### src/design/tcpfsm_pkg.sv
// ----------------------------------------------------------------------------
// tcpfsm_pkg
// Shared types and constants for the TCP connection control unit: state and
// command encodings, the segment flag bits and the register map.
// ----------------------------------------------------------------------------
package tcpfsm_pkg;

  // Connection states, encoded as reported on out_state_out
  typedef enum logic [3:0] {
    ST_LISTENING    = 4'd0,
    ST_CONNECTING   = 4'd1,
    ST_SYN_RECEIVED = 4'd2,
    ST_ESTABLISHED  = 4'd3,
    ST_FIN_WAIT1    = 4'd4,
    ST_FIN_ACKED    = 4'd5,
    ST_CLOSE_WAIT   = 4'd6,
    ST_CLOSING      = 4'd7,
    ST_LAST_ACK     = 4'd8,
    ST_TIME_WAIT    = 4'd9,
    ST_CLOSED       = 4'd10
  } state_t;

  // Item commands
  typedef enum logic [1:0] {
    OP_SEGMENT = 2'd0,
    OP_LISTEN  = 2'd1,
    OP_CONNECT = 2'd2,
    OP_CLOSE   = 2'd3
  } opcode_t;

  // Flag bit positions and flag words
  localparam int unsigned FIN_BIT = 0;
  localparam int unsigned SYN_BIT = 1;
  localparam int unsigned RST_BIT = 2;
  localparam int unsigned ACK_BIT = 3;

  localparam logic [3:0] FLAGS_NONE    = 4'b0000;
  localparam logic [3:0] FLAGS_FIN     = 4'b0001;
  localparam logic [3:0] FLAGS_SYN     = 4'b0010;
  localparam logic [3:0] FLAGS_ACK     = 4'b1000;
  localparam logic [3:0] FLAGS_SYN_ACK = 4'b1010;

  // Register map (byte addresses)
  localparam int unsigned PADDR_W       = 3;
  localparam logic [PADDR_W-1:0] ADDR_INIT_SEQ = 3'd0;

endpackage

### src/design/tcp_connection_fsm_unit.sv
// Result path: an accepted word waits in the input register, then moves to
// the result register once that one is empty or being taken. Throughput:
// one word per cycle while out_ready does not stall; the state update is a
// single pass of transition logic between input and state registers.
// Reset (rst_n low, synchronous): state closed, sequence, ack and peer port
// zero, initial_sequence zero, both channels empty.
// ----------------------------------------------------------------------------
// tcp_connection_fsm_unit
// Control state machine of one TCP connection. Takes user commands and
// arriving segments, returns the control segment to send, the new state,
// the delivery and wake marks, and the peer port.
// ----------------------------------------------------------------------------
module tcp_connection_fsm_unit (
  input  logic                             clk,
  input  logic                             rst_n,
  // configuration port
  input  logic                             psel,
  input  logic                             penable,
  input  logic                             pwrite,
  input  logic [tcpfsm_pkg::PADDR_W-1:0]   paddr,
  input  logic [31:0]                      pwdata,
  output logic [31:0]                      prdata,
  output logic                             pready,
  // input channel
  input  logic                             in_valid,
  output logic                             in_ready,
  input  logic [1:0]                       in_opcode,
  input  logic [3:0]                       in_seg_flags,
  input  logic [31:0]                      in_seg_sequence,
  input  logic [31:0]                      in_seg_acknowledge,
  input  logic [15:0]                      in_seg_payload_length,
  input  logic [15:0]                      in_seg_source_port,
  // result channel
  output logic                             out_valid,
  input  logic                             out_ready,
  output logic                             out_send_valid,
  output logic [3:0]                       out_send_flags,
  output logic [31:0]                      out_send_sequence_out,
  output logic [31:0]                      out_send_acknowledge_out,
  output logic [3:0]                       out_state_out,
  output logic                             out_deliver_payload,
  output logic                             out_wake_caller,
  output logic [15:0]                      out_peer_port_out
);

  // --------------------------------------------------------------------------
  // Configuration register
  // --------------------------------------------------------------------------
  logic [31:0] init_seq_r;
  logic        cfg_wr;

  assign pready = 1'b1;
  assign cfg_wr = psel && penable && pwrite && pready;

  always_ff @(posedge clk) begin
    if (!rst_n) begin
      init_seq_r <= '0;
    end else if (cfg_wr && (paddr[2] == tcpfsm_pkg::ADDR_INIT_SEQ[2])) begin
      init_seq_r <= pwdata;
    end
  end

  always_comb begin
    prdata = '0;
    if (paddr[2] == tcpfsm_pkg::ADDR_INIT_SEQ[2]) begin
      prdata = init_seq_r;
    end
  end

  // --------------------------------------------------------------------------
  // Input register and handshake
  // --------------------------------------------------------------------------
  logic                 s1_valid_r;
  tcpfsm_pkg::opcode_t  s1_op_r;
  logic [3:0]           s1_flags_r;
  logic [31:0]          s1_seq_r;
  logic [31:0]          s1_ack_r;
  logic [15:0]          s1_len_r;
  logic [15:0]          s1_port_r;
  logic                 out_valid_r;
  logic                 s1_adv;
  logic                 in_take;

  assign s1_adv   = s1_valid_r && (!out_valid_r || out_ready);
  assign in_ready = !s1_valid_r || s1_adv;
  assign in_take  = in_valid && in_ready;

  always_ff @(posedge clk) begin
    if (!rst_n) begin
      s1_valid_r <= 1'b0;
    end else if (in_ready) begin
      s1_valid_r <= in_valid;
    end
  end

  always_ff @(posedge clk) begin
    if (in_take) begin
      s1_op_r    <= tcpfsm_pkg::opcode_t'(in_opcode);
      s1_flags_r <= in_seg_flags;
      s1_seq_r   <= in_seg_sequence;
      s1_ack_r   <= in_seg_acknowledge;
      s1_len_r   <= in_seg_payload_length;
      s1_port_r  <= in_seg_source_port;
    end
  end

  // --------------------------------------------------------------------------
  // Connection state
  // --------------------------------------------------------------------------
  tcpfsm_pkg::state_t conn_state_r, conn_state_nxt;
  logic [31:0]        send_seq_r, send_seq_nxt;
  logic [31:0]        ack_num_r, ack_num_nxt;
  logic [15:0]        peer_port_r, peer_port_nxt;

  logic fin, syn, rst, ack;
  logic ack_load, port_load;
  logic emit, advance, deliver, wake;
  logic [3:0]  tx_flags;
  logic [31:0] seq_base;
  logic        est_data;
  logic        syn_ack_ok;

  assign fin = s1_flags_r[tcpfsm_pkg::FIN_BIT];
  assign syn = s1_flags_r[tcpfsm_pkg::SYN_BIT];
  assign rst = s1_flags_r[tcpfsm_pkg::RST_BIT];
  assign ack = s1_flags_r[tcpfsm_pkg::ACK_BIT];

  assign est_data   = (conn_state_r == tcpfsm_pkg::ST_ESTABLISHED) && (s1_len_r != 16'd0);
  assign syn_ack_ok = (s1_ack_r == (init_seq_r + 32'd1));

  // State reached by a user close
  function automatic tcpfsm_pkg::state_t close_target(tcpfsm_pkg::state_t cur);
    tcpfsm_pkg::state_t nxt;
    nxt = cur;
    unique case (cur) inside
      tcpfsm_pkg::ST_LISTENING,
      tcpfsm_pkg::ST_CONNECTING:   nxt = tcpfsm_pkg::ST_CLOSED;
      tcpfsm_pkg::ST_ESTABLISHED,
      tcpfsm_pkg::ST_SYN_RECEIVED: nxt = tcpfsm_pkg::ST_FIN_WAIT1;
      tcpfsm_pkg::ST_CLOSE_WAIT:   nxt = tcpfsm_pkg::ST_LAST_ACK;
      default:                     nxt = cur;
    endcase
    return nxt;
  endfunction

  // Next state, plus loads of ack number and peer port
  always_comb begin
    conn_state_nxt = conn_state_r;
    ack_load       = 1'b0;
    port_load      = 1'b0;
    unique case (s1_op_r)
      tcpfsm_pkg::OP_LISTEN:  conn_state_nxt = tcpfsm_pkg::ST_LISTENING;
      tcpfsm_pkg::OP_CONNECT: conn_state_nxt = tcpfsm_pkg::ST_CONNECTING;
      tcpfsm_pkg::OP_CLOSE:   conn_state_nxt = close_target(conn_state_r);
      default: begin
        if (!est_data) begin
          unique case (conn_state_r) inside
            tcpfsm_pkg::ST_LISTENING: begin
              if (syn && !rst && !fin) begin
                port_load      = 1'b1;
                ack_load       = 1'b1;
                conn_state_nxt = tcpfsm_pkg::ST_SYN_RECEIVED;
              end
            end
            tcpfsm_pkg::ST_CONNECTING: begin
              if (rst || fin) begin
                conn_state_nxt = tcpfsm_pkg::ST_CLOSED;
              end else if (syn && ack) begin
                if (syn_ack_ok) begin
                  ack_load       = 1'b1;
                  conn_state_nxt = tcpfsm_pkg::ST_ESTABLISHED;
                end else begin
                  conn_state_nxt = tcpfsm_pkg::ST_CLOSED;
                end
              end else begin
                conn_state_nxt = tcpfsm_pkg::ST_CLOSED;   // unexpected: acts as close
              end
            end
            tcpfsm_pkg::ST_SYN_RECEIVED: begin
              if (rst || fin) begin
                conn_state_nxt = tcpfsm_pkg::ST_CLOSED;
              end else if (ack) begin
                ack_load       = 1'b1;
                conn_state_nxt = tcpfsm_pkg::ST_ESTABLISHED;
              end else begin
                conn_state_nxt = tcpfsm_pkg::ST_CLOSED;
              end
            end
            tcpfsm_pkg::ST_ESTABLISHED: begin
              if (rst) begin
                conn_state_nxt = tcpfsm_pkg::ST_FIN_WAIT1;
              end else if (fin) begin
                conn_state_nxt = tcpfsm_pkg::ST_CLOSE_WAIT;
              end
            end
            tcpfsm_pkg::ST_FIN_WAIT1: begin
              if (fin && ack) begin
                conn_state_nxt = tcpfsm_pkg::ST_TIME_WAIT;
              end else if (ack) begin
                conn_state_nxt = tcpfsm_pkg::ST_FIN_ACKED;
              end else if (fin) begin
                conn_state_nxt = tcpfsm_pkg::ST_CLOSING;
              end
            end
            tcpfsm_pkg::ST_FIN_ACKED: begin
              if (fin) begin
                conn_state_nxt = tcpfsm_pkg::ST_TIME_WAIT;
              end
            end
            tcpfsm_pkg::ST_CLOSING,
            tcpfsm_pkg::ST_LAST_ACK: begin
              if (ack) begin
                conn_state_nxt = tcpfsm_pkg::ST_CLOSED;
              end
            end
            tcpfsm_pkg::ST_TIME_WAIT: conn_state_nxt = tcpfsm_pkg::ST_CLOSED;
            default: ;
          endcase
        end
      end
    endcase
  end

  // Outputs of the transition: segment to send, sequence advance, marks
  always_comb begin
    emit     = 1'b0;
    advance  = 1'b0;
    tx_flags = tcpfsm_pkg::FLAGS_NONE;
    deliver  = 1'b0;
    wake     = 1'b0;
    unique case (s1_op_r)
      tcpfsm_pkg::OP_LISTEN: ;
      tcpfsm_pkg::OP_CONNECT: begin
        emit     = 1'b1;
        advance  = 1'b1;
        tx_flags = tcpfsm_pkg::FLAGS_SYN;
      end
      tcpfsm_pkg::OP_CLOSE: begin
        if (conn_state_r != tcpfsm_pkg::ST_LISTENING) begin
          emit     = 1'b1;
          advance  = 1'b1;
          tx_flags = tcpfsm_pkg::FLAGS_FIN;
        end
      end
      default: begin
        if (est_data) begin
          deliver = 1'b1;
        end else begin
          unique case (conn_state_r)
            tcpfsm_pkg::ST_LISTENING: begin
              if (syn && !rst && !fin) begin
                emit     = 1'b1;
                advance  = 1'b1;
                tx_flags = tcpfsm_pkg::FLAGS_SYN_ACK;
              end
            end
            tcpfsm_pkg::ST_CONNECTING: begin
              if (rst || fin) begin
                emit = 1'b0;
              end else if (syn && ack) begin
                if (syn_ack_ok) begin
                  emit     = 1'b1;
                  tx_flags = tcpfsm_pkg::FLAGS_ACK;
                  wake     = 1'b1;
                end
              end else begin
                emit     = 1'b1;
                advance  = 1'b1;
                tx_flags = tcpfsm_pkg::FLAGS_FIN;
              end
            end
            tcpfsm_pkg::ST_SYN_RECEIVED: begin
              if (!rst && !fin && ack) begin
                wake = 1'b1;
              end
            end
            tcpfsm_pkg::ST_ESTABLISHED: begin
              if (rst) begin
                emit     = 1'b1;
                advance  = 1'b1;
                tx_flags = tcpfsm_pkg::FLAGS_FIN;
              end else if (fin) begin
                emit     = 1'b1;
                tx_flags = tcpfsm_pkg::FLAGS_ACK;
              end
            end
            tcpfsm_pkg::ST_FIN_WAIT1: begin
              if (fin) begin
                emit     = 1'b1;
                tx_flags = tcpfsm_pkg::FLAGS_ACK;
              end
            end
            tcpfsm_pkg::ST_FIN_ACKED: begin
              if (fin) begin
                emit     = 1'b1;
                tx_flags = tcpfsm_pkg::FLAGS_ACK;
              end
            end
            tcpfsm_pkg::ST_CLOSING: begin
              if (ack) begin
                wake = 1'b1;
              end
            end
            default: ;
          endcase
        end
      end
    endcase
  end

  // Sequence, ack and peer port updates
  always_comb begin
    seq_base = (s1_op_r == tcpfsm_pkg::OP_CONNECT) ? init_seq_r : send_seq_r;
    if (advance) begin
      send_seq_nxt = seq_base + 32'd1;
    end else if (s1_op_r == tcpfsm_pkg::OP_LISTEN) begin
      send_seq_nxt = init_seq_r;
    end else begin
      send_seq_nxt = send_seq_r;
    end
    ack_num_nxt   = ack_load  ? (s1_seq_r + 32'd1) : ack_num_r;
    peer_port_nxt = port_load ? s1_port_r : peer_port_r;
  end

  always_ff @(posedge clk) begin
    if (!rst_n) begin
      conn_state_r <= tcpfsm_pkg::ST_CLOSED;
      send_seq_r   <= '0;
      ack_num_r    <= '0;
      peer_port_r  <= '0;
    end else if (s1_adv) begin
      conn_state_r <= conn_state_nxt;
      send_seq_r   <= send_seq_nxt;
      ack_num_r    <= ack_num_nxt;
      peer_port_r  <= peer_port_nxt;
    end
  end

  // --------------------------------------------------------------------------
  // Result register
  // --------------------------------------------------------------------------
  logic        send_valid_r;
  logic [3:0]  send_flags_r;
  logic [31:0] send_seq_out_r;
  logic [31:0] send_ack_out_r;
  logic [3:0]  state_out_r;
  logic        deliver_r;
  logic        wake_r;
  logic [15:0] peer_port_out_r;

  always_ff @(posedge clk) begin
    if (!rst_n) begin
      out_valid_r <= 1'b0;
    end else if (s1_adv) begin
      out_valid_r <= 1'b1;
    end else if (out_ready) begin
      out_valid_r <= 1'b0;
    end
  end

  always_ff @(posedge clk) begin
    if (s1_adv) begin
      send_valid_r    <= emit;
      send_flags_r    <= emit ? tx_flags : tcpfsm_pkg::FLAGS_NONE;
      send_seq_out_r  <= emit ? seq_base : 32'd0;
      send_ack_out_r  <= emit ? ack_num_nxt : 32'd0;
      state_out_r     <= conn_state_nxt;
      deliver_r       <= deliver;
      wake_r          <= wake;
      peer_port_out_r <= peer_port_nxt;
    end
  end

  assign out_valid                = out_valid_r;
  assign out_send_valid           = send_valid_r;
  assign out_send_flags           = send_flags_r;
  assign out_send_sequence_out    = send_seq_out_r;
  assign out_send_acknowledge_out = send_ack_out_r;
  assign out_state_out            = state_out_r;
  assign out_deliver_payload      = deliver_r;
  assign out_wake_caller          = wake_r;
  assign out_peer_port_out        = peer_port_out_r;

endmodule

### config.mk
export PLATFORM = sky130hd
export DESIGN_NAME = tcp_connection_fsm_unit
export DESIGN_NICKNAME = d
export VERILOG_FILES = /design/src/design/tcpfsm_pkg.sv /design/src/design/tcp_connection_fsm_unit.sv
export SDC_FILE = /design/constraint.sdc
export NUM_CORES = 1
export LEC_CHECK = 0
export BUFFER_PORTS_ARGS = -buffer_cell sky130_fd_sc_hd__buf_2
export CAP_MARGIN = 20
export CORE_MARGIN = 2
export CORE_UTILIZATION = 40
export DETAILED_ROUTE_END_ITERATION = 6
export GPL_ROUTABILITY_DRIVEN = 0
export GPL_TIMING_DRIVEN = 0
export HOLD_SLACK_MARGIN = 0.02
export PLACE_DENSITY = 0.61
export SETUP_SLACK_MARGIN = 0.5
export SYNTH_ARGS = -nofsm -noshare
export SYNTH_HDL_FRONTEND = slang
export SYNTH_SLANG_ARGS = --single-unit
### constraint.sdc
create_clock -name clk -period 11.44 [get_ports clk]
set_input_delay 0.572 -clock clk [delete_from_list [all_inputs] [get_ports clk]]
set_output_delay 0.572 -clock clk [all_outputs]
set_load 0.01 [all_outputs]
# Yosys cells after proc, flatten, opt, wreduce, memory -nomap -nowiden
# Cells that the tools add are included.
dict set report word_totals {
  latch_bits 0
  ramBits 0
  memories 0
  rom_bits 0
  ff_bits 311
}
dict set report op_classes {
  addsub 3
  n_bitwise 1
  div_mod_pow 0
  n_mul 0
  eq_ne 13
  magnitude_cmp 0
  n_reduce_logical 31
  mux 64
  shift 0
}
# operator n
set ops {}
lappend ops {{2-to-1 mux 32 bit} 5}
lappend ops {{adder 32 x 1 -> 32 bit (second input constant)} 3}
lappend ops {{2-to-1 mux 4 bit} 21}
lappend ops {{case mux 4 bit (3 select lines)} 3}
lappend ops {{== test 32 bit} 1}
lappend ops {{case mux 4 bit (8 select lines)} 1}
lappend ops {{2-to-1 mux 1 bit} 26}
lappend ops {{== test 4 x 3 -> 1 bit (second input constant)} 4}
lappend ops {{2-to-1 mux 16 bit} 1}
lappend ops {{case mux 4 bit (4 select lines)} 1}
lappend ops {{nonzero test 16 bit} 1}
lappend ops {{case mux 1 bit (3 select lines)} 5}
lappend ops {{logical AND 1 bit} 12}
lappend ops {{== test 4 x 2 -> 1 bit (second input constant)} 2}
lappend ops {{== test 4 bit (second input constant)} 2}
lappend ops {{OR reduction 2 bit} 4}
lappend ops {{== test 2 bit (second input constant)} 2}
lappend ops {{== test 4 x 1 -> 1 bit (second input constant)} 1}
lappend ops {{logical NOT 1 bit} 4}
lappend ops {{logical NOT 4 bit} 1}
lappend ops {{case mux 1 bit (4 select lines)} 1}
lappend ops {{nonzero test 2 bit} 2}
lappend ops {{nonzero test 4 bit} 1}
lappend ops {{OR reduction 4 bit} 1}
lappend ops {{other kinds (5)} 7}

# Longest topological paths before layout
dict set report logic_depth {
  depth_word 9
  mapped_depth 20
  mapped_depth_nobuf 12
}

# Least setup slack after synthesis
# Ideal clock, no wire load.
dict set report synth_timing {
  kind {register to register}
  from {reg s1_op_r[0]}
  to {reg send_seq_r[30]}
  n_path_buf 8
  setup_ns 0.124
  arrival_time_ns 4.359
  slack_ns 6.957
  stages_incl_launch_ff 21
  cell_sequence {edfxtp_1 -> buf_2 -> nand2b_1 -> buf_4 -> buf_2 -> buf_2 -> clkbuf_1 -> clkbuf_1 -> clkbuf_1 -> clkbuf_1 -> nand2_1 -> nand2_1 -> ha_1 -> inv_1 -> nor3_1 -> and4_1 -> nand2_1 -> nor3_1 -> mux2_1 -> a211oi_1 -> nor3_1}
}
dict set report synth_between {
  elab_chain_cells 4
}
# item line
set synth_rtl {}
lappend synth_rtl {{start: declaration} tcp_connection_fsm_unit.sv:74} ;# tcpfsm_pkg::opcode_t s1_op_r;
lappend synth_rtl {{start signal: assignment} tcp_connection_fsm_unit.sv:98} ;# s1_op_r <= tcpfsm_pkg::opcode_t'(in_opcode);
lappend synth_rtl {{== test 2 bit} tcp_connection_fsm_unit.sv:313} ;# seq_base = (s1_op_r == tcpfsm_pkg::OP_CONNECT) ? init_seq_r : send_seq_r;
lappend synth_rtl {{2-to-1 mux 32 bit} tcp_connection_fsm_unit.sv:313}
lappend synth_rtl {{named net seq_base[0]} tcp_connection_fsm_unit.sv:119} ;# logic [31:0] seq_base;
lappend synth_rtl {{adder 32 x 1 -> 32 bit} tcp_connection_fsm_unit.sv:315} ;# send_seq_nxt = seq_base + 32'd1;
lappend synth_rtl {{2-to-1 mux 32 bit} tcp_connection_fsm_unit.sv:314} ;# if (advance) begin
lappend synth_rtl {{end signal: assignment} tcp_connection_fsm_unit.sv:333} ;# send_seq_r <= send_seq_nxt;
lappend synth_rtl {{end: declaration} tcp_connection_fsm_unit.sv:111} ;# logic [31:0] send_seq_r, send_seq_nxt;
# The timed path passes the listed nets, and every way through them passes these cells.
# A chain may end at the register's enable or synchronous reset.

# Final worst setup path
# Ends and elaborated chain as after synthesis.

==> metrics.yaml <==
timing.final.crit_share: 0.5644
slowest_stage: "nor3_1"
grt_max_degree: 67
finalCriticalPeriod_ns: 6.457
fmax_ghz: 0.1549
yosysWarnings: 0
cts_setup_buffers: 0
cap_violations: 0
p_leak_nw: 6.983
coreArea_mm2: 0.03973
portBuffers: 264
clk_pin_slew_ns: 0.07
status: "finished clean"
hold_violations: 0
firstDrtPassIters: 6
powerDensity_mw_per_mm2: 139.3
synth_nets: 1809
crit_top_cell: "clkbuf_1"
slew_viol_final: 0
crit_chain: "buf_2 > nand2b_1 > buf_4 > buf_2 > buf_2 > clkbuf_1 > clkbuf_1 > clkbuf_1 > clkbuf_1 > nand2_1 > nand2_1 > ha_1 > inv_1 > nor3_1 > and4_1 > nand2_1 > nor3_1 > mux2_1 > a211oi_1 > nor3_1"
fin_util: 0.4874
grt_antenna_before_repair: 2
arrival_ns: 6.91
design.portCount: 270
slew_headroom: 0.3236
syn-cell-area_mm2: 0.01610
dp_hpwl_mm: 36.04
cts_tree: "built"
grt_usage: 0.2359
r2r_cells: 20
postCtsHoldBufs: 0
vias: 14060
postSynthCellCount: 1662
die_h_um: 204.6
min_path_type: "primary input to flip-flop"
critPathLaunchType: "flip-flop"
syn2layout_area_growth_pct: 20.28
ys.flop_type: "edfxtp_1"
syn_area_per_cell_um2: 9.687
wl_mm: 50.42
numCtsBuffers: 37
finalSetupViolCount: 0
skew_ns: 0.03416
dieArea_mm2: 0.04187
finalPower_mw: 2.698
avgViaCountPerCell: 5.581
root_buffer: "clkbuf_16"
clock_path_buffers: 3
wl_per_cell_um: 20.01
synth_seq_cells: 310
fillers: 3683
die-width_um: 204.6
cp.required_ns: 11.89
ir_worst_vdd_mv: 0.07782
yosysSeqAreaShare: 0.5048
initial_core_util: 0.4052
seq_area_mm2: 0.008128
first_iter_violations: 1322
cp_max_fo: 10
diodes: 0
rsz0062_at_grt: "false"
grt.overflow.total: 0
multi_input_comb_area_mm2: 0.007184
ant_nets: 0
async_flop_share: 0
clock_sinks: 310
htreeDepth: 2
synth_edf_count: 192
fin_setup_tns_ns: 0
tightest_slew_ns: 1.015
drc_errors: 0
cpPeakStageDelay_ns: 0.66
final_nets: 2114
cts_resized: 0
critPathKind: "flip-flop to flip-flop"
layout-drive-gt1-share: 0.2261
clk_latency_ns: 0.57
hold_depth: 1
worst_setup_path_end_kind: "flip-flop"
grt_pass1_vias: 13540
yosysUniqueCellTypes: 79
fp-row-count: 73
grt_pass1_wl_mm: 76.31
[cell usage after synthesis (7+ instances only)]
master	n	area share
xnor2_1	46	0.025
xor2_1	24	0.013
dfxtp_1	118	0.15
nor3_1	32	0.0099
clkbuf_1	96	0.022
nand2_1	292	0.068
mux2i_1	53	0.033
and2_1	11	0.0043
o21ai_0	58	0.018
and3_1	18	0.0070
buf_4	9	0.0042
a31oi_1	10	0.0039
nor2_1	108	0.025
nand3_1	47	0.015
buf_2	17	0.0053
a211oi_2	58	0.045
a211oi_1	13	0.0061
nand4_1	28	0.011
nor2b_1	42	0.016
nand2b_1	9	0.0035
buf_6	7	0.0049
o211ai_1	13	0.0061
a21oi_1	124	0.039
edfxtp_1	192	0.36
or3_1	7	0.0027
nor4_1	12	0.0047
o21ai_1	11	0.0034
mux2_2	22	0.015
a221oi_1	8	0.0044
inv_1	47	0.011
[power breakdown]
group	switching, mW	internal, mW
registers	0.0264	1.23
logic	0.160	0.0802
clock network	0.482	0.714
total	0.669	2.03
[sequential cells by signal, indices dropped and copies added, names as in the netlist, 32 cells and up]
name,flops
send_seq_r,32
ack_num_r,32
s1_seq_r,32
init_seq_r,32
out_send_acknowledge_out,32
out_send_sequence_out,32
s1_ack_r,32
[worst max-delay path, delay by kind of cell (launching register included)]
kind,cells,cell delay (ns)
buffers and inverters,9,3.20
multiplexers,1,0.36
adder cells (fa/ha/maj),1,0.15
AO/OA/AOI/OAI,1,0.26
flip-flops,1,0.32
AND/OR/NAND/NOR,8,2.05
[area by class of cell]
class	instances	area share
multi-input cells	1170	0.3710
clock buffers	50	0.05401
repair buffers	266	0.07068
plain buffers	134	0.03172
flip-flops and latches	310	0.4197
well taps	525	0.03392
inverters	48	0.009304
clock inverters	17	0.009691
[routing by layer]
metal  routed length, um  vias up  GRT usage
met5                  25        -          0
met2               21790      684     0.3569
met4                1692        4    0.09783
met3                4497      100    0.04423
met1               22410     6693     0.3306
li1                    -     6582          -
[logic make-up after synthesis]
logic type,share of synthesized area
and+or+nand+nor,0.1904
other,0.0004664
buffers and inverters,0.04911
adders and majority gates,0.002332
muxes,0.04974
xor gates and xnor gates,0.03808
AOI/OAI and AO/OA,0.1651
DFF,0.5048
[metrics by stage]
stage | area [um2] | worst slack (ns) | instances | hold slack (ns)
detailed placement | 18130 | 5.209 | 2453 | 0.4468
CTS | 19370 | 5.196 | 2520 | 0.1483
global route | 19370 | 4.712 | 2520 | 0.1610
finish | 19370 | 4.983 | 2520 | 0.1799
floorplan | 16100 | 6.957 | 1662 | 0.4338
global placement | 18080 | 4.809 | 2451 | 0.4389
[worst paths after layout]
kind / startpoint / to / slack [ns]
max: s1_op_r[0] / send_seq_r[30] / 4.98
min: in_seg_flags[1] / s1_flags_r[1] / 0.18
min reg2reg: peer_port_r[6] / peer_port_r[6] / 0.45
max reg2reg: s1_op_r[0] / send_seq_r[30] / 4.98
[placed cells by master, fill, tap and decap left out, types with 22 or more instances in the layout]
cell / netlist / final
edfxtp_1: 192 / 192
mux2_2: 22 / 22
dfxtp_1: 118 / 118
nand2_1: 292 / 292
nor3_1: 32 / 32
clkbuf_16: 0 / 38
xnor2_1: 46 / 46
xor2_1: 24 / 24
nand3_1: 47 / 47
a211oi_2: 58 / 58
mux2i_1: 53 / 53
a21oi_1: 124 / 124
o21ai_0: 58 / 58
clkbuf_1: 96 / 102
buf_2: 17 / 281
nor2b_1: 42 / 42
nor2_1: 108 / 108
inv_1: 47 / 47
nand4_1: 28 / 28
(Power assumes the default switching activity.)
